===== src/rtl/escape_time_fractal_pixel_core_macros.svh =====
// ----------------------------------------------------------------------------
// Escape-time fractal pixel core - assertion macros
// Shared concurrent assertion forms, clocked on clk_i, off during reset.
// ----------------------------------------------------------------------------
`ifndef ESCAPE_TIME_FRACTAL_PIXEL_CORE_MACROS_SVH
`define ESCAPE_TIME_FRACTAL_PIXEL_CORE_MACROS_SVH

// property must hold at every clock edge out of reset
`define ETFP_ASSERT(label, prop, msg) \
  label: assert property (@(posedge clk_i) disable iff (!rst_ni) prop) else $error(msg);

// expression must never be true out of reset
`define ETFP_ASSERT_NEVER(label, expr, msg) \
  label: assert property (@(posedge clk_i) disable iff (!rst_ni) !(expr)) else $error(msg);

`endif


===== src/rtl/etfp_pkg.sv =====
// ----------------------------------------------------------------------------
// etfp_pkg
// Types, constants and helpers of the escape-time fractal pixel core.
// ----------------------------------------------------------------------------
`default_nettype none

package etfp_pkg;

  localparam int unsigned FRAC_BITS  = 28;
  localparam int unsigned COORD_W    = 10;
  localparam int unsigned ITER_W     = 10;
  localparam int unsigned COLOR_W    = 24;
  localparam int unsigned MAG_W      = 34;
  localparam int unsigned CFG_IDX_W  = 3;
  localparam int unsigned CFG_DATA_W = 34;

  // register indexes
  localparam logic [CFG_IDX_W-1:0] REG_JULIA_MODE   = 3'd0;
  localparam logic [CFG_IDX_W-1:0] REG_ZOOM_FACTOR  = 3'd1;
  localparam logic [CFG_IDX_W-1:0] REG_OFFSET_RE    = 3'd2;
  localparam logic [CFG_IDX_W-1:0] REG_OFFSET_IM    = 3'd3;
  localparam logic [CFG_IDX_W-1:0] REG_JULIA_RE     = 3'd4;
  localparam logic [CFG_IDX_W-1:0] REG_JULIA_IM     = 3'd5;
  localparam logic [CFG_IDX_W-1:0] REG_MAX_ITER     = 3'd6;
  localparam logic [CFG_IDX_W-1:0] REG_ESCAPE_LIMIT = 3'd7;

  localparam logic [31:0]         RST_ZOOM  = 32'h1000_0000;
  localparam logic [ITER_W-1:0]   RST_ITER  = 10'd64;
  localparam logic [MAG_W-1:0]    RST_LIMIT = 34'h0_4000_0000;
  localparam logic [COLOR_W-1:0]  WHITE_RGB = 24'hFF_FFFF;

  // 2.0 in Q4.28, held in the 40-bit working width
  localparam logic signed [39:0]  TWO_Q = 40'sd2 <<< FRAC_BITS;

  // sequencing
  localparam int unsigned CNT_W             = 3;
  localparam int unsigned MAP_CYCLES        = 5;
  localparam int unsigned DIV_BITS_PER_STEP = 4;
  localparam int unsigned DIV_STEPS         = COLOR_W / DIV_BITS_PER_STEP;
  localparam logic [CNT_W-1:0] MAP_LAST = CNT_W'(MAP_CYCLES - 1);
  localparam logic [CNT_W-1:0] DIV_LAST = CNT_W'(DIV_STEPS - 1);

  typedef struct packed {
    logic                     julia_mode;
    logic [31:0]              zoom_factor;
    logic signed [31:0]       offset_re;
    logic signed [31:0]       offset_im;
    logic signed [31:0]       julia_re;
    logic signed [31:0]       julia_im;
    logic [ITER_W-1:0]        max_iter;
    logic [MAG_W-1:0]         escape_limit;
  } cfg_t;

  typedef struct packed {
    logic capture;
    logic iter_start;
    logic iter_step;
    logic div_start;
    logic div_step;
    logic out_load;
  } cmd_t;

  typedef struct packed {
    logic esc_hit;
    logic lim_hit;
  } stat_t;

  function automatic logic signed [39:0] sext40(input logic signed [31:0] v);
    return {{8{v[31]}}, v};
  endfunction

  // clamp a 40-bit signed value to signed 32 bits
  function automatic logic signed [31:0] sat32(input logic signed [39:0] v);
    logic [8:0] hi;
    hi = v[39:31];
    if (hi == 9'h000 || hi == 9'h1FF) begin
      return v[31:0];
    end else if (v[39]) begin
      return {1'b1, 31'h0};
    end else begin
      return {1'b0, {31{1'b1}}};
    end
  endfunction

endpackage

`default_nettype wire


===== src/rtl/etfp_ctrl.sv =====
// ----------------------------------------------------------------------------
// etfp_ctrl
// Sequencer: request handshakes, mapping wait, iteration loop, divide, output.
// ----------------------------------------------------------------------------
`default_nettype none

`include "escape_time_fractal_pixel_core_macros.svh"

module etfp_ctrl (
  input  wire logic            clk_i,
  input  wire logic            rst_ni,
  input  wire logic            in_valid_i,
  output logic                 in_ready_o,
  output logic                 out_valid_o,
  input  wire logic            out_ready_i,
  input  wire etfp_pkg::stat_t stat_i,
  output etfp_pkg::cmd_t       cmd_o
);

  localparam logic [2:0] ST_IDLE = 3'd0;
  localparam logic [2:0] ST_MAP  = 3'd1;
  localparam logic [2:0] ST_ITER = 3'd2;
  localparam logic [2:0] ST_DIV  = 3'd3;
  localparam logic [2:0] ST_DONE = 3'd4;

  localparam int unsigned CW = etfp_pkg::CNT_W;

  logic [2:0]                 state_q, state_d;
  logic [etfp_pkg::CNT_W-1:0] cnt_q, cnt_d;
  logic                       out_valid_q, out_valid_d;
  logic                       in_ready;
  etfp_pkg::cmd_t             cmd;

  always_comb begin
    state_d  = state_q;
    cnt_d    = cnt_q;
    cmd      = '0;
    in_ready = 1'b0;
    unique case (state_q)
      ST_IDLE: begin
        in_ready = 1'b1;
        if (in_valid_i) begin
          cmd.capture = 1'b1;
          cnt_d       = '0;
          state_d     = ST_MAP;
        end
      end
      ST_MAP: begin
        // wait for the lane pipelines to deliver the start point
        if (cnt_q == etfp_pkg::MAP_LAST) begin
          cmd.iter_start = 1'b1;
          state_d        = ST_ITER;
        end else begin
          cnt_d = cnt_q + CW'(1);
        end
      end
      ST_ITER: begin
        priority if (stat_i.esc_hit) begin
          cmd.div_start = 1'b1;
          cnt_d         = '0;
          state_d       = ST_DIV;
        end else if (stat_i.lim_hit) begin
          state_d = ST_DONE;
        end else begin
          cmd.iter_step = 1'b1;
        end
      end
      ST_DIV: begin
        cmd.div_step = 1'b1;
        if (cnt_q == etfp_pkg::DIV_LAST) begin
          state_d = ST_DONE;
        end else begin
          cnt_d = cnt_q + CW'(1);
        end
      end
      ST_DONE: begin
        if (!out_valid_q || out_ready_i) begin
          cmd.out_load = 1'b1;
          state_d      = ST_IDLE;
        end
      end
      default: begin
        state_d = ST_IDLE;
      end
    endcase
  end

  always_comb begin
    if (cmd.out_load) begin
      out_valid_d = 1'b1;
    end else if (out_ready_i) begin
      out_valid_d = 1'b0;
    end else begin
      out_valid_d = out_valid_q;
    end
  end

  always_ff @(posedge clk_i or negedge rst_ni) begin
    if (!rst_ni) begin
      state_q     <= ST_IDLE;
      cnt_q       <= '0;
      out_valid_q <= 1'b0;
    end else begin
      state_q     <= state_d;
      cnt_q       <= cnt_d;
      out_valid_q <= out_valid_d;
    end
  end

  assign in_ready_o  = in_ready;
  assign out_valid_o = out_valid_q;
  assign cmd_o       = cmd;

  `ETFP_ASSERT(a_one_cmd, $onehot0(cmd), "more than one datapath command at once")
  `ETFP_ASSERT(a_out_free, cmd.out_load |-> (!out_valid_q || out_ready_i), "result overwritten")
  `ETFP_ASSERT_NEVER(a_step_past_end, cmd.iter_step && (stat_i.esc_hit || stat_i.lim_hit), "iterated past exit")
  `ETFP_ASSERT(a_div_entry, cmd.div_start |=> (state_q == ST_DIV && cnt_q == '0), "divide not started cleanly")
  `ETFP_ASSERT(a_accept_busy, (in_valid_i && in_ready) |=> !in_ready, "second request taken while busy")

endmodule

`default_nettype wire


===== config.mk =====
export PLATFORM = sky130hd
export DESIGN_NAME = etfp_ctrl
export DESIGN_NICKNAME = d
export VERILOG_FILES = /design/src/rtl/etfp_pkg.sv /design/src/rtl/etfp_ctrl.sv
export VERILOG_INCLUDE_DIRS = /design/src /design/src/rtl
export SDC_FILE = /design/constraint.sdc
export NUM_CORES = 1
export LEC_CHECK = 0
export BUFFER_PORTS_ARGS = -buffer_cell sky130_fd_sc_hd__clkbuf_2
export CAP_MARGIN = 10
export CELL_PAD_IN_SITES_DETAIL_PLACEMENT = 1
export CELL_PAD_IN_SITES_GLOBAL_PLACEMENT = 2
export CORE_MARGIN = 1
export CORE_UTILIZATION = 31
export CTS_CLUSTER_DIAMETER = 80
export CTS_CLUSTER_SIZE = 28
export DETAILED_ROUTE_END_ITERATION = 8
export PLACE_DENSITY = 0.86
export SYNTH_ARGS = -nofsm -noshare
export SYNTH_HDL_FRONTEND = slang
export SYNTH_SLANG_ARGS = --single-unit

===== constraint.sdc =====
create_clock -name clk_i -period 4.01 [get_ports clk_i]
set_input_delay 0.2005 -clock clk_i [delete_from_list [all_inputs] [get_ports clk_i]]
set_output_delay 0.2005 -clock clk_i [all_outputs]
set_load 0.01 [all_outputs]

==> impl_metrics.xml <==
<?xml version="1.0" encoding="UTF-8"?>
<metrics>
  <group name="worst_setup_path">
    <metric name="startpoint_type" unit="">flip-flop</metric>
    <metric name="crit_path_max_fanout" unit="">5</metric>
    <metric name="ff2ff_setup_slack" unit="ns">2.16</metric>
    <metric name="worst_ep_arrival_time" unit="ns">1.98</metric>
    <metric name="worstSetupPathType" unit="">reg2reg</metric>
    <metric name="required" unit="ns">4.14</metric>
    <metric name="critPathCaptureType" unit="">flip-flop</metric>
  </group>
  <group name="grt">
    <metric name="grt_util_met2" unit="">0.240</metric>
    <metric name="busiest_layer" unit="">met2</metric>
    <metric name="global_route_wire_length_before_repair" unit="mm">1.96</metric>
    <metric name="groute.layer.met3.usage" unit="">0.0129</metric>
    <metric name="overflow_left_after_global_routing" unit="">0</metric>
    <metric name="grt_max_degree" unit="">14</metric>
    <metric name="antenna_found_initial" unit="">0</metric>
    <metric name="first_global_vias" unit="">454</metric>
    <metric name="gr-usage-all-layers" unit="">0.144</metric>
    <metric name="grtUsageMet1" unit="">0.176</metric>
  </group>
  <group name="timing">
    <metric name="worst_pin_slew" unit="ns">0.405</metric>
    <metric name="final_layout_setup_total_negative_slack" unit="ns">0</metric>
    <metric name="fmax" unit="MHz">539</metric>
    <metric name="final_period_minus_worst_setup_slack" unit="ns">1.85</metric>
    <metric name="grt_setup_unrepaired" unit="">no</metric>
    <metric name="period_share" unit="">0.463</metric>
    <metric name="hold_viol" unit="">0</metric>
    <metric name="worst_slew_margin_rel" unit="">0.730</metric>
    <metric name="report.final.slew_viol_count" unit="">0</metric>
    <metric name="worst_clock_skew" unit="ns">0.00396</metric>
    <metric name="finalSetupViolations" unit="">0</metric>
  </group>
  <group name="clocking">
    <metric name="cts_sinks" unit="">7</metric>
    <metric name="cts_buffer_depth" unit="">2</metric>
    <metric name="numCtsBuffers" unit="">3</metric>
    <metric name="htree_levels" unit="">1</metric>
    <metric name="cts_repair_resize_count" unit="">0</metric>
    <metric name="clock_tree.root_cell" unit="">clkbuf_4</metric>
    <metric name="insertion_delay" unit="ns">0.25</metric>
    <metric name="clk_pin_slew_worst_paths" unit="ns">0.06</metric>
    <metric name="tritoncts" unit="">done</metric>
  </group>
  <group name="layout">
    <metric name="drive_gt1_frac" unit="">0.294</metric>
    <metric name="num_antenna_cells" unit="">0</metric>
    <metric name="multi_input_comb_area" unit="sq um">280</metric>
    <metric name="syn2layout_area_growth" unit="%">17.0</metric>
    <metric name="final_nets" unit="">78</metric>
    <metric name="fill_cells" unit="">191</metric>
    <metric name="register_area" unit="sq um">175</metric>
    <metric name="layout.cells.most_common_list" unit="">13 x clkbuf_2, 7 x dfrtp_1, 6 x nor2_1, 5 x inv_1, 4 x nand2_1</metric>
    <metric name="most_common_cell_after_layout_fill_and_taps_aside" unit="">clkbuf_2</metric>
    <metric name="post_layout_nonfiller_instances" unit="">84</metric>
    <metric name="finish.utilization" unit="">0.391</metric>
  </group>
  <group name="place">
    <metric name="hpwlAfterDp" unit="um">808</metric>
    <metric name="weighted_congestion_at_the_end_of_routability_driven_global_placement" unit="">0.758</metric>
    <metric name="io_port_bufs" unit="">13</metric>
    <metric name="cell_total_after_placement" unit="">79</metric>
  </group>
  <group name="detailed_routing">
    <metric name="avgViaCountPerCell" unit="">4.93</metric>
    <metric name="detail_route.drc_violations" unit="">0</metric>
    <metric name="wl_per_cell" unit="um">12.5</metric>
    <metric name="detail-route-antenna-nets" unit="">0</metric>
    <metric name="drt_pass1_iterations" unit="">2</metric>
    <metric name="drt-initial-drc-count" unit="">1</metric>
    <metric name="num_vias" unit="">414</metric>
    <metric name="routed_wirelength" unit="mm">1.05</metric>
  </group>
  <group name="yosys">
    <metric name="synthesized_netlist_cell_count" unit="">54</metric>
    <metric name="syn-num-nets" unit="">63</metric>
    <metric name="netlist-cell-type-count" unit="">27</metric>
    <metric name="synth.yosys.seq_area_share" unit="">0.344</metric>
    <metric name="synth_seq_cells" unit="">7</metric>
    <metric name="syn-mean-instance-area" unit="sq um">9.43</metric>
    <metric name="syn-cell-area" unit="sq um">509</metric>
    <metric name="synth.yosys.warnings" unit="">0</metric>
  </group>
  <group name="die">
    <metric name="effective_utilization_at_floorplan" unit="">0.334</metric>
    <metric name="fp.dieArea" unit="sq um">1810</metric>
    <metric name="placementRows" unit="">14</metric>
    <metric name="pin_count" unit="">14</metric>
    <metric name="core-area" unit="sq um">1520</metric>
    <metric name="die-width" unit="um">42.5</metric>
    <metric name="die_y" unit="um">42.5</metric>
  </group>
  <group name="pwr">
    <metric name="ir_worst_vdd" unit="mV">0.237</metric>
    <metric name="power.density_cell_area" unit="nW/um^2">722</metric>
    <metric name="p_leak" unit="uW">0.000303</metric>
  </group>
  <group name="min_path">
    <metric name="timing.hold.worst.class" unit="">in2reg</metric>
  </group>
  <group name="job">
    <metric name="drv.max_cap_violation_count" unit="">0</metric>
  </group>
  <group name="status">
    <metric name="status" unit="">completed</metric>
  </group>
</metrics>
cell families (layout without fill, tap and decap cells):
group           Yosys count  in the layout  synth area share
flops                     7              7             0.344
simple gates             23             23             0.256
fa+ha+maj                 3              3            0.0737
xor+xnor                  1              1            0.0172
buf+inv                   9             23             0.106
mux                       4              4            0.0835
compound gates            7              7             0.120
state kept, by name (all words and copies together) (netlist names):
name / cells
cnt_q: 3
out_valid_o: 1
state_q: 3
cell type report:
cell class                      instances  area share
Multi-Input combinational cell         38       0.471
Sequential cell                         7       0.294
Timing Repair Buffer                   14       0.126
Clock buffer                            4      0.0441
Tap cell                               16      0.0336
Inverter                                5      0.0315
through the flow:
stage               hold slack, ns  instance area (sq um)  power (uW)  worst slack [ns]
CTS                          0.228                    596         438              2.14
detailed placement          0.0498                    559         369              2.15
floorplan                  -0.0951                    509         323              2.26
global route                 0.263                    596         473              2.04
global placement            0.0488                    559         359              2.22
finish                       0.235                    596         430              2.16
what timing repair did:
action	in CTS	in global routing
setup buffers	0	0
hold buffers	1	0
hold endpoints to repair	7	0
worst paths after layout:
check	startpoint	cells after the start	end
worst max-delay path	cnt_q[0]$_DFFE_PN0P_	6	cnt_q[0]$_DFFE_PN0P_
min in group asynchronous	rst_ni	2	out_valid_o$_DFFE_PN0P_
worst max register to register	cnt_q[0]$_DFFE_PN0P_	6	cnt_q[0]$_DFFE_PN0P_
worst min-delay path	out_ready_i	3	out_valid_o$_DFFE_PN0P_
worst min register to register	out_valid_o$_DFFE_PN0P_	2	out_valid_o$_DFFE_PN0P_
max in group asynchronous	rst_ni	2	cnt_q[2]$_DFFE_PN0P_
Yosys cell counts (all sizes together):
| master | number | share of area |
|---|---|---|
| a2111o | 1 | 0.022 |
| nand3b | 1 | 0.015 |
| ha | 3 | 0.074 |
| o22ai | 1 | 0.012 |
| nand2b | 3 | 0.052 |
| or4 | 1 | 0.022 |
| a21oi | 1 | 0.0098 |
| buf | 4 | 0.069 |
| and3 | 1 | 0.012 |
| dfrtp | 7 | 0.34 |
| a31oi | 1 | 0.012 |
| nand2 | 4 | 0.029 |
| o32ai | 1 | 0.017 |
| o21ai | 1 | 0.017 |
| mux2 | 2 | 0.044 |
| and2 | 2 | 0.025 |
| nor2 | 6 | 0.044 |
| xnor2 | 1 | 0.017 |
| or3 | 1 | 0.012 |
| nor2b | 2 | 0.025 |
| nor3 | 2 | 0.020 |
| o221ai | 1 | 0.029 |
| inv | 5 | 0.037 |
| mux2i | 2 | 0.039 |
per-layer routing:
layer | vias to the layer above | wire length [um]
met1 | 197 | 499
met4 | 0 | 0
met2 | 8 | 520
li1 | 209 | -
met5 | - | 0
met3 | 0 | 32
power breakdown:
group | internal [uW] | leakage (uW) | switching (uW) | total, uW
sequential | 98.0 | 0.0000903 | 53.5 | 151
combinational | 105 | 0.000198 | 108 | 213
clock | 38.1 | 0.0000150 | 27.7 | 65.8
worst max-delay path, cell delays in order (launching register included):
cell,delay [ns]
dfrtp_1,0.41
inv_1,0.06
ha_1,0.21
and2_1,0.18
a2111o_1,0.42
o21ai_2,0.11
mux2_1,0.35
Note: power is estimated with default switching activity, not from simulation.
