<file path="config.mk">
export PLATFORM = sky130hd
export DESIGN_NAME = etfp_cfg
export DESIGN_NICKNAME = d
export VERILOG_FILES = /design/src/rtl/escape_time_fractal_pixel_core_macros.svh /design/src/rtl/etfp_pkg.sv /design/src/rtl/etfp_cfg.sv
export SDC_FILE = /design/constraint.sdc
export NUM_CORES = 1
export LEC_CHECK = 0
export ABC_AREA = 1
export BUFFER_PORTS_ARGS = -buffer_cell sky130_fd_sc_hd__buf_2
export CORE_UTILIZATION = 40
export DETAILED_ROUTE_END_ITERATION = 10
export PLACE_DENSITY_LB_ADDON = 0.3
export SLEW_MARGIN = 20
export SYNTH_ARGS = -nofsm -noshare
export SYNTH_HDL_FRONTEND = slang
export SYNTH_SLANG_ARGS = --single-unit
export TNS_END_PERCENT = 5
</file>
<file path="constraint.sdc">
create_clock -name clk_i -period 0.8 [get_ports clk_i]
set_input_delay 0.12 -clock clk_i [delete_from_list [all_inputs] [get_ports clk_i]]
set_output_delay 0.12 -clock clk_i [all_outputs]
set_load 0.005 [all_outputs]
</file>
<file path="src/rtl/escape_time_fractal_pixel_core_macros.svh">
// ----------------------------------------------------------------------------
// Escape-time fractal pixel core - assertion macros
// Shared concurrent assertion forms, clocked on clk_i, off during reset.
// ----------------------------------------------------------------------------
`ifndef ESCAPE_TIME_FRACTAL_PIXEL_CORE_MACROS_SVH
`define ESCAPE_TIME_FRACTAL_PIXEL_CORE_MACROS_SVH

// property must hold at every clock edge out of reset
`define ETFP_ASSERT(label, prop, msg) \
  label: assert property (@(posedge clk_i) disable iff (!rst_ni) prop) else $error(msg);

// expression must never be true out of reset
`define ETFP_ASSERT_NEVER(label, expr, msg) \
  label: assert property (@(posedge clk_i) disable iff (!rst_ni) !(expr)) else $error(msg);

`endif

</file>
<file path="src/rtl/etfp_pkg.sv">
// ----------------------------------------------------------------------------
// etfp_pkg
// Types, constants and helpers of the escape-time fractal pixel core.
// ----------------------------------------------------------------------------
`default_nettype none

package etfp_pkg;

  localparam int unsigned FRAC_BITS  = 28;
  localparam int unsigned COORD_W    = 10;
  localparam int unsigned ITER_W     = 10;
  localparam int unsigned COLOR_W    = 24;
  localparam int unsigned MAG_W      = 34;
  localparam int unsigned CFG_IDX_W  = 3;
  localparam int unsigned CFG_DATA_W = 34;

  // register indexes
  localparam logic [CFG_IDX_W-1:0] REG_JULIA_MODE   = 3'd0;
  localparam logic [CFG_IDX_W-1:0] REG_ZOOM_FACTOR  = 3'd1;
  localparam logic [CFG_IDX_W-1:0] REG_OFFSET_RE    = 3'd2;
  localparam logic [CFG_IDX_W-1:0] REG_OFFSET_IM    = 3'd3;
  localparam logic [CFG_IDX_W-1:0] REG_JULIA_RE     = 3'd4;
  localparam logic [CFG_IDX_W-1:0] REG_JULIA_IM     = 3'd5;
  localparam logic [CFG_IDX_W-1:0] REG_MAX_ITER     = 3'd6;
  localparam logic [CFG_IDX_W-1:0] REG_ESCAPE_LIMIT = 3'd7;

  localparam logic [31:0]         RST_ZOOM  = 32'h1000_0000;
  localparam logic [ITER_W-1:0]   RST_ITER  = 10'd64;
  localparam logic [MAG_W-1:0]    RST_LIMIT = 34'h0_4000_0000;
  localparam logic [COLOR_W-1:0]  WHITE_RGB = 24'hFF_FFFF;

  // 2.0 in Q4.28, held in the 40-bit working width
  localparam logic signed [39:0]  TWO_Q = 40'sd2 <<< FRAC_BITS;

  // sequencing
  localparam int unsigned CNT_W             = 3;
  localparam int unsigned MAP_CYCLES        = 5;
  localparam int unsigned DIV_BITS_PER_STEP = 4;
  localparam int unsigned DIV_STEPS         = COLOR_W / DIV_BITS_PER_STEP;
  localparam logic [CNT_W-1:0] MAP_LAST = CNT_W'(MAP_CYCLES - 1);
  localparam logic [CNT_W-1:0] DIV_LAST = CNT_W'(DIV_STEPS - 1);

  typedef struct packed {
    logic                     julia_mode;
    logic [31:0]              zoom_factor;
    logic signed [31:0]       offset_re;
    logic signed [31:0]       offset_im;
    logic signed [31:0]       julia_re;
    logic signed [31:0]       julia_im;
    logic [ITER_W-1:0]        max_iter;
    logic [MAG_W-1:0]         escape_limit;
  } cfg_t;

  typedef struct packed {
    logic capture;
    logic iter_start;
    logic iter_step;
    logic div_start;
    logic div_step;
    logic out_load;
  } cmd_t;

  typedef struct packed {
    logic esc_hit;
    logic lim_hit;
  } stat_t;

  function automatic logic signed [39:0] sext40(input logic signed [31:0] v);
    return {{8{v[31]}}, v};
  endfunction

  // clamp a 40-bit signed value to signed 32 bits
  function automatic logic signed [31:0] sat32(input logic signed [39:0] v);
    logic [8:0] hi;
    hi = v[39:31];
    if (hi == 9'h000 || hi == 9'h1FF) begin
      return v[31:0];
    end else if (v[39]) begin
      return {1'b1, 31'h0};
    end else begin
      return {1'b0, {31{1'b1}}};
    end
  endfunction

endpackage

`default_nettype wire

</file>
<file path="src/rtl/etfp_cfg.sv">
// ----------------------------------------------------------------------------
// etfp_cfg
// Configuration register file, written through a plain write port.
// ----------------------------------------------------------------------------
`default_nettype none

module etfp_cfg (
  input  wire logic                                clk_i,
  input  wire logic                                rst_ni,
  input  wire logic                                cfg_we_i,
  input  wire logic [etfp_pkg::CFG_IDX_W-1:0]      cfg_idx_i,
  input  wire logic [etfp_pkg::CFG_DATA_W-1:0]     cfg_wdata_i,
  output etfp_pkg::cfg_t                           cfg_o
);

  etfp_pkg::cfg_t cfg_q, cfg_d;

  always_comb begin
    cfg_d = cfg_q;
    if (cfg_we_i) begin
      unique case (cfg_idx_i)
        etfp_pkg::REG_JULIA_MODE:   cfg_d.julia_mode   = cfg_wdata_i[0];
        etfp_pkg::REG_ZOOM_FACTOR:  cfg_d.zoom_factor  = cfg_wdata_i[31:0];
        etfp_pkg::REG_OFFSET_RE:    cfg_d.offset_re    = cfg_wdata_i[31:0];
        etfp_pkg::REG_OFFSET_IM:    cfg_d.offset_im    = cfg_wdata_i[31:0];
        etfp_pkg::REG_JULIA_RE:     cfg_d.julia_re     = cfg_wdata_i[31:0];
        etfp_pkg::REG_JULIA_IM:     cfg_d.julia_im     = cfg_wdata_i[31:0];
        etfp_pkg::REG_MAX_ITER:     cfg_d.max_iter     = cfg_wdata_i[etfp_pkg::ITER_W-1:0];
        etfp_pkg::REG_ESCAPE_LIMIT: cfg_d.escape_limit = cfg_wdata_i[etfp_pkg::MAG_W-1:0];
        default:                    cfg_d = cfg_q;
      endcase
    end
  end

  always_ff @(posedge clk_i or negedge rst_ni) begin
    if (!rst_ni) begin
      cfg_q              <= '0;
      cfg_q.zoom_factor  <= etfp_pkg::RST_ZOOM;
      cfg_q.max_iter     <= etfp_pkg::RST_ITER;
      cfg_q.escape_limit <= etfp_pkg::RST_LIMIT;
    end else begin
      cfg_q <= cfg_d;
    end
  end

  assign cfg_o = cfg_q;

endmodule

`default_nettype wire

</file>
==> results.sh, run 1 <==
export IMPL_worstMarginPinSlew_ps=368
export IMPL_max_slew_margin_pct=75.5
export IMPL_drv_slew=0
export IMPL_regToRegStartpoint="cfg_o[137]"
export IMPL_detail_route_wl_per_cell_microns=16.9
export IMPL_postSynthAreaPerCell_sq_um=9.20
export IMPL_yosysWarnings=0
export IMPL_cpMaxStageDelayCell="dfstp_2"
export IMPL_port_buffers=244
export IMPL_cts_clk_slew_worst_paths_ps=60
export IMPL_period_minus_slack_ps=1250
export IMPL_synth_ff_latch_count=205
export IMPL_largest_register_ffs=205
export IMPL_core_sq_um=20200
export IMPL_cts_path_max_buffers=3
export IMPL_synth_distinct_cells=16
export IMPL_setup_viol=205
export IMPL_setup_slack_ps=-451
export IMPL_grt_usage_pct=24.0
export IMPL_vias_per_cell=4.76
export IMPL_violations="setup timing"
export IMPL_crit_required_ps=680
export IMPL_fin_skew_ps=0
export IMPL_cp_max_fo=2
export IMPL_grt_pass1_wl_mm=39.8
export IMPL_max_freq_mhz=799
export IMPL_area_delta_synth_final_pct=37.0
export IMPL_grt_overflow=0
export IMPL_vdd_drop_max_mv=1.50
export IMPL_die_area_sq_um=21100
export IMPL_rrSetupSlack_ps=50
export IMPL_endpoint="cfg_o[40]"
export IMPL_cts_htree_levels=1
export IMPL_ys_seq_area_share_pct=62.4
export IMPL_reg2regPathDepth=3
export IMPL_worst_setup_path_type="reg -> out"
export IMPL_drt_iter0_markers=362
export IMPL_drc_errors=0
export IMPL_gp_congestion=0.827
export IMPL_initial_core_util_pct=40.8
export IMPL_final_nets=1242
export IMPL_drive_gt1_share_pct=29.4
export IMPL_stdcell_area_sq_um=11300
export IMPL_die_w_microns=145
export IMPL_hold_path_class="in -> reg"
export IMPL_max_stage_delay_ps=540
export IMPL_drt_total_wl_mm=25.1
export IMPL_reg2reg_to="cfg_o[137]"
export IMPL_die_h_microns=145
export IMPL_grt_max_degree=36
export IMPL_crit_chain="buf_6"
export IMPL_p_leak_uw=0.00645
export IMPL_core_rowCount=52
export IMPL_antenna_found_initial=0
export IMPL_start_kind="flop"
export IMPL_path_depth=1
export IMPL_critPathLaunch="cfg_o[40]"
export IMPL_io_pins=245
export IMPL_hold_viol=0
export IMPL_grt_pass1_vias=7006
export IMPL_dr_pass1_iters=5
export IMPL_power_density_nw_per_um2=2630
export IMPL_clk_latency_ps=500
export IMPL_rsz0062_at_grt="yes"
export IMPL_cts_root_buf="clkbuf_16"
export IMPL_place_area_sq_um=10100
export IMPL_vias=7078
export IMPL_crit_family="flip-flops"
export IMPL_syn_instance_count=894
export IMPL_cp_num_buf_inv=1
export IMPL_period_share_pct=156
export IMPL_hpwl_mm=17.2
export IMPL_hp_start="cfg_idx_i[2]"
export IMPL_cts_sinks=205
export IMPL_syn_cell_area_sq_um=8220
export IMPL_synth_fp_nets=934
export IMPL_end_kind="output pin"
export IMPL_cts_tree="done"
export IMPL_num_antenna_cells=0
export IMPL_cts_buffers=22
export IMPL_final_antenna_net_count=0
export IMPL_critical_path_arrival_ps=1130
export IMPL_pre_cts_slack_ps=-308
export IMPL_drv_cap=0
export IMPL_status="finished with violations"
## cells by family (layout without fill, tap and decap cells)
logic type	after synthesis	in the layout	share of synthesized area (%)
buf+inv	53	377	5.61
flops	205	205	62.4
simple gates	636	636	32.0
## report_power, final
group,total [uW],internal (uW),leakage [uW],switching [uW]
registers,13500,12300,0.00257,1140
clock network,10600,6510,0.000383,4130
logic,5530,2610,0.00350,2920
## metrics by stage
stage	hold WS (ps)	total power, uW	instances	util (%)	TNS, ps
after CTS	42.9	29900	1485	55.7	-70720
after global routing	62.4	31200	1488	55.8	-75090
final	59.8	29700	1488	55.8	-67000
after global placement	70.1	18800	1410	50.0	-49730
after detailed placement	77.9	18900	1410	50.0	-53700
after floorplan	-176	15600	894	-	0
## metal layers
layer  global-route usage [%]  vias to the layer above  routed length (microns)  share of wire [%]
li1                         -                     3383                        -                  -
met1                     32.9                     3393                    11000                 44
met2                     39.1                      264                    11900                 47
met3                     5.05                       38                     1760                7.0
met4                     5.68                        0                      482                1.9
met5                        0                        -                        0                  0
## final cells by class
cell class | instances | area (sq um)
tap | 270 | 338
fill | 1791 | 8910
sequential | 205 | 5130
multi-input combinational | 636 | 2630
timing repair buffer | 331 | 2360
clock inverter | 11 | 138
inverter | 6 | 27.5
clock buffer | 29 | 628
## repair_timing
action,CTS,global route
setup buffers,0,3
hold buffers,35,0
endpoints found under the hold margin,407,0
endpoints found under the setup margin,205,205
gates resized for setup,4,1
## worst min path at each step
| stage | to | slack (ps) | cells past startpoint |
|---|---|---|---|
| floorplan | cfg_o[0] | -180 | 0 |
| global placement | cfg_o[180] | 70 | 1 |
| detailed placement | cfg_o[180] | 80 | 1 |
| CTS | cfg_o[171] | 40 | 4 |
| global route | cfg_o[171] | 60 | 4 |
| finish | cfg_o[171] | 60 | 4 |
## cells in the mapped netlist
library cell	n	share of area [%]
buf_6	30	4.1
nor2_8	2	0.49
buf_2	11	0.67
clkbuf_1	1	0.046
nand3_1	97	5.9
inv_2	4	0.18
nand2_2	3	0.23
clkinv_4	1	0.11
buf_4	5	0.46
dfrtp_1	202	61
nand2_4	6	0.82
nor2_4	4	0.55
nor2_2	2	0.15
inv_1	1	0.046
dfstp_2	3	0.96
nand2_1	522	24
## cells in the final DEF, fill, tap and decap left out, drive strengths merged
master and n:
nand3 97, nor2 8, clkinv 9, buf 295, inv 5, dlygate4sd3 35, nand2 531, dfstp 3
clkbuf 30, bufinv 3, dfrtp 202
(Power assumes the default switching activity.)
==> run 2, diff against run 1 <==
Settings changed: BUFFER_PORTS_ARGS -buffer_cell sky130_fd_sc_hd__buf_2 to unset, DONT_BUFFER_PORTS set to 1.
==> run 2 against run 1 <==
Net effect: the flow finishes with violations (hold timing, setup timing); first-iteration DRC count is 23% higher; fmax is 7.0% higher; non-clock buffer count is 260 lower; final cell count is 18% lower; final area is 13% lower; via count is 13% lower; flip-flop and latch count stayed put; worst hold slack worse by 740 ps; core utilization is 7.1 points lower; sequential power is 5% higher; worst setup slack better by 82 ps; routed wire length is 4.2% lower; largest cell class unchanged.
==> results.sh, run 2 (synthesized netlist as in run 1, its figures left out) <==
export IMPL_num_antenna_cells=0
export IMPL_cts_path_max_buffers=3
export IMPL_grt_pass1_vias=6084
export IMPL_vias=6190
export IMPL_largest_register_ffs=205
export IMPL_final_cell_mix="nand2_1 (522), dfrtp_1 (202), nand3_1 (97)"
export IMPL_cts_root_buf="clkbuf_16"
export IMPL_grt_pass1_wl_mm=37.8
export IMPL_multiInputGateArea_sq_um=2640
export IMPL_p_leak_uw=0.00524
export IMPL_vdd_drop_max_mv=1.78
export IMPL_grt_usage_pct=22.9
export IMPL_register_area_sq_um=5130
export IMPL_max_freq_mhz=855
export IMPL_dr_pass1_iters=5
export IMPL_period_share_pct=146
export IMPL_worstMarginPinSlew_ps=465
export IMPL_switching_share_pct=26.9
export IMPL_regToRegStartpoint="cfg_o[40]"
export IMPL_critical_path_arrival_ps=1050
export IMPL_final_util_pct=48.7
export IMPL_p_total_uw=27800
export IMPL_gp_congestion=0.796
export IMPL_mostFrequentLayoutCell="nand2_1"
export IMPL_drt_iter0_markers=446
export IMPL_postCtsHoldBufs=36
export IMPL_end_kind="output pin"
export IMPL_period_minus_slack_ps=1170
export IMPL_p_switching_uw=7470
export IMPL_die_h_microns=145
export IMPL_clk_latency_ps=500
export IMPL_hpwl_mm=15.9
export IMPL_setup_viol=205
export IMPL_final_antenna_net_count=0
export IMPL_drv_cap=0
export IMPL_finalSetupTns_ps=-45100
export IMPL_rsz0062_at_grt="yes"
export IMPL_pwr_share_seq_pct=51.0
export IMPL_cts_htree_levels=1
export IMPL_drv_slew=0
export IMPL_rrSetupSlack_ps=60
export IMPL_port_buffers=0
export IMPL_cp_max_fo=2
export IMPL_p_comb_share_pct=9.8
export IMPL_area_delta_synth_final_pct=19.5
export IMPL_die_w_microns=145
export IMPL_start_kind="flop"
export IMPL_setup_slack_ps=-369
export IMPL_core_sq_um=20200
export IMPL_fillCellCount=1890
export IMPL_core_rowCount=52
export IMPL_drive_gt1_share_pct=9.94
export IMPL_worst_setup_path_type="reg -> out"
export IMPL_reg2regPathDepth=2
export IMPL_cts_sinks=205
export IMPL_cts_tree="done"
export IMPL_die_area_sq_um=21100
export IMPL_violations="hold timing, setup timing"
export IMPL_postCtsSetupBuffers=0
export IMPL_hold_path_class="in -> async"
export IMPL_whs_ps=-684
export IMPL_cts_clk_slew_worst_paths_ps=60
export IMPL_crit_required_ps=680
export IMPL_status="finished with violations"
export IMPL_fin_skew_ps=0
export IMPL_power_density_nw_per_um2=2830
export IMPL_reg2reg_to="cfg_o[40]"
export IMPL_hold_viol=240
export IMPL_antenna_found_initial=0
export IMPL_initial_core_util_pct=40.8
export IMPL_drc_errors=0
export IMPL_final_nets=982
export IMPL_grt_max_degree=206
export IMPL_drt_total_wl_mm=24.1
export IMPL_vias_per_cell=5.05
export IMPL_grt_overflow=0
export IMPL_p_int_uw=20300
export IMPL_pwr_share_clk_pct=39.3
export IMPL_max_slew_margin_pct=69.0
export IMPL_io_pins=245
export IMPL_detail_route_wl_per_cell_microns=19.7
export IMPL_cts_buffers=22
run 2: final cells by class:
class                      instances  share of cell area [%]
tap                              270                    3.44
multi-input combinational        636                    26.8
timing repair buffer              71                    9.20
clock buffer                      33                    6.95
sequential                       205                    52.2
clock inverter                     5                    1.08
inverter                           6                   0.280
run 2: what timing repair did:
| action | 4_1_cts | 5_1_grt |
|---|---|---|
| gates resized for setup | 1 | 2 |
| endpoints found under the setup margin | 205 | 248 |
| pin swaps | 0 | 0 |
| cloned | 0 | 0 |
| hold endpoints to repair | 410 | 244 |
run 2: worst max path at each step:
stage,start,endpoint,slack [ps],depth (start not counted)
6_report,cfg_o[40],cfg_o[40],-370,0
5_1_grt,cfg_o[40],cfg_o[40],-400,0
4_1_cts,cfg_o[40],cfg_o[40],-390,0
3_5_place_dp,cfg_we_i,cfg_o[160],-80,6
3_3_place_gp,cfg_idx_i[1],cfg_o[41],-70,6
2_1_floorplan,cfg_we_i,cfg_o[141],1,6
run 2: per-stage QoR:
step                cell area (sq um)  setup slack [ps]  hold slack, ps  std cells
floorplan                        8230             0.985            -176        894
global placement                 8670             -69.5            -171       1152
detailed placement               8670             -83.7            -172       1152
CTS                              9820              -391            -704       1226
global route                     9830              -402            -713       1226
finish                           9830              -369            -684       1226
run 2: per-layer routing:
layer	routed length (microns)	GRT usage, %	vias to the layer above
li1	-	-	2868
met1	9560	29.7	2987
met2	11400	37.3	310
met3	2800	8.03	25
met4	299	4.42	0
met5	0	0	-
run 2: power by group through the flow:
| stage | logic, uW | registers, uW | clock network (uW) |
|---|---|---|---|
| after CTS | 2730 | 14200 | 11200 |
| after global routing | 3160 | 14400 | 11600 |
| after global placement | 2230 | 14300 | 0 |
| final | 2710 | 14200 | 10900 |
| after floorplan | 1900 | 13700 | 0 |
| after detailed placement | 2380 | 14300 | 0 |
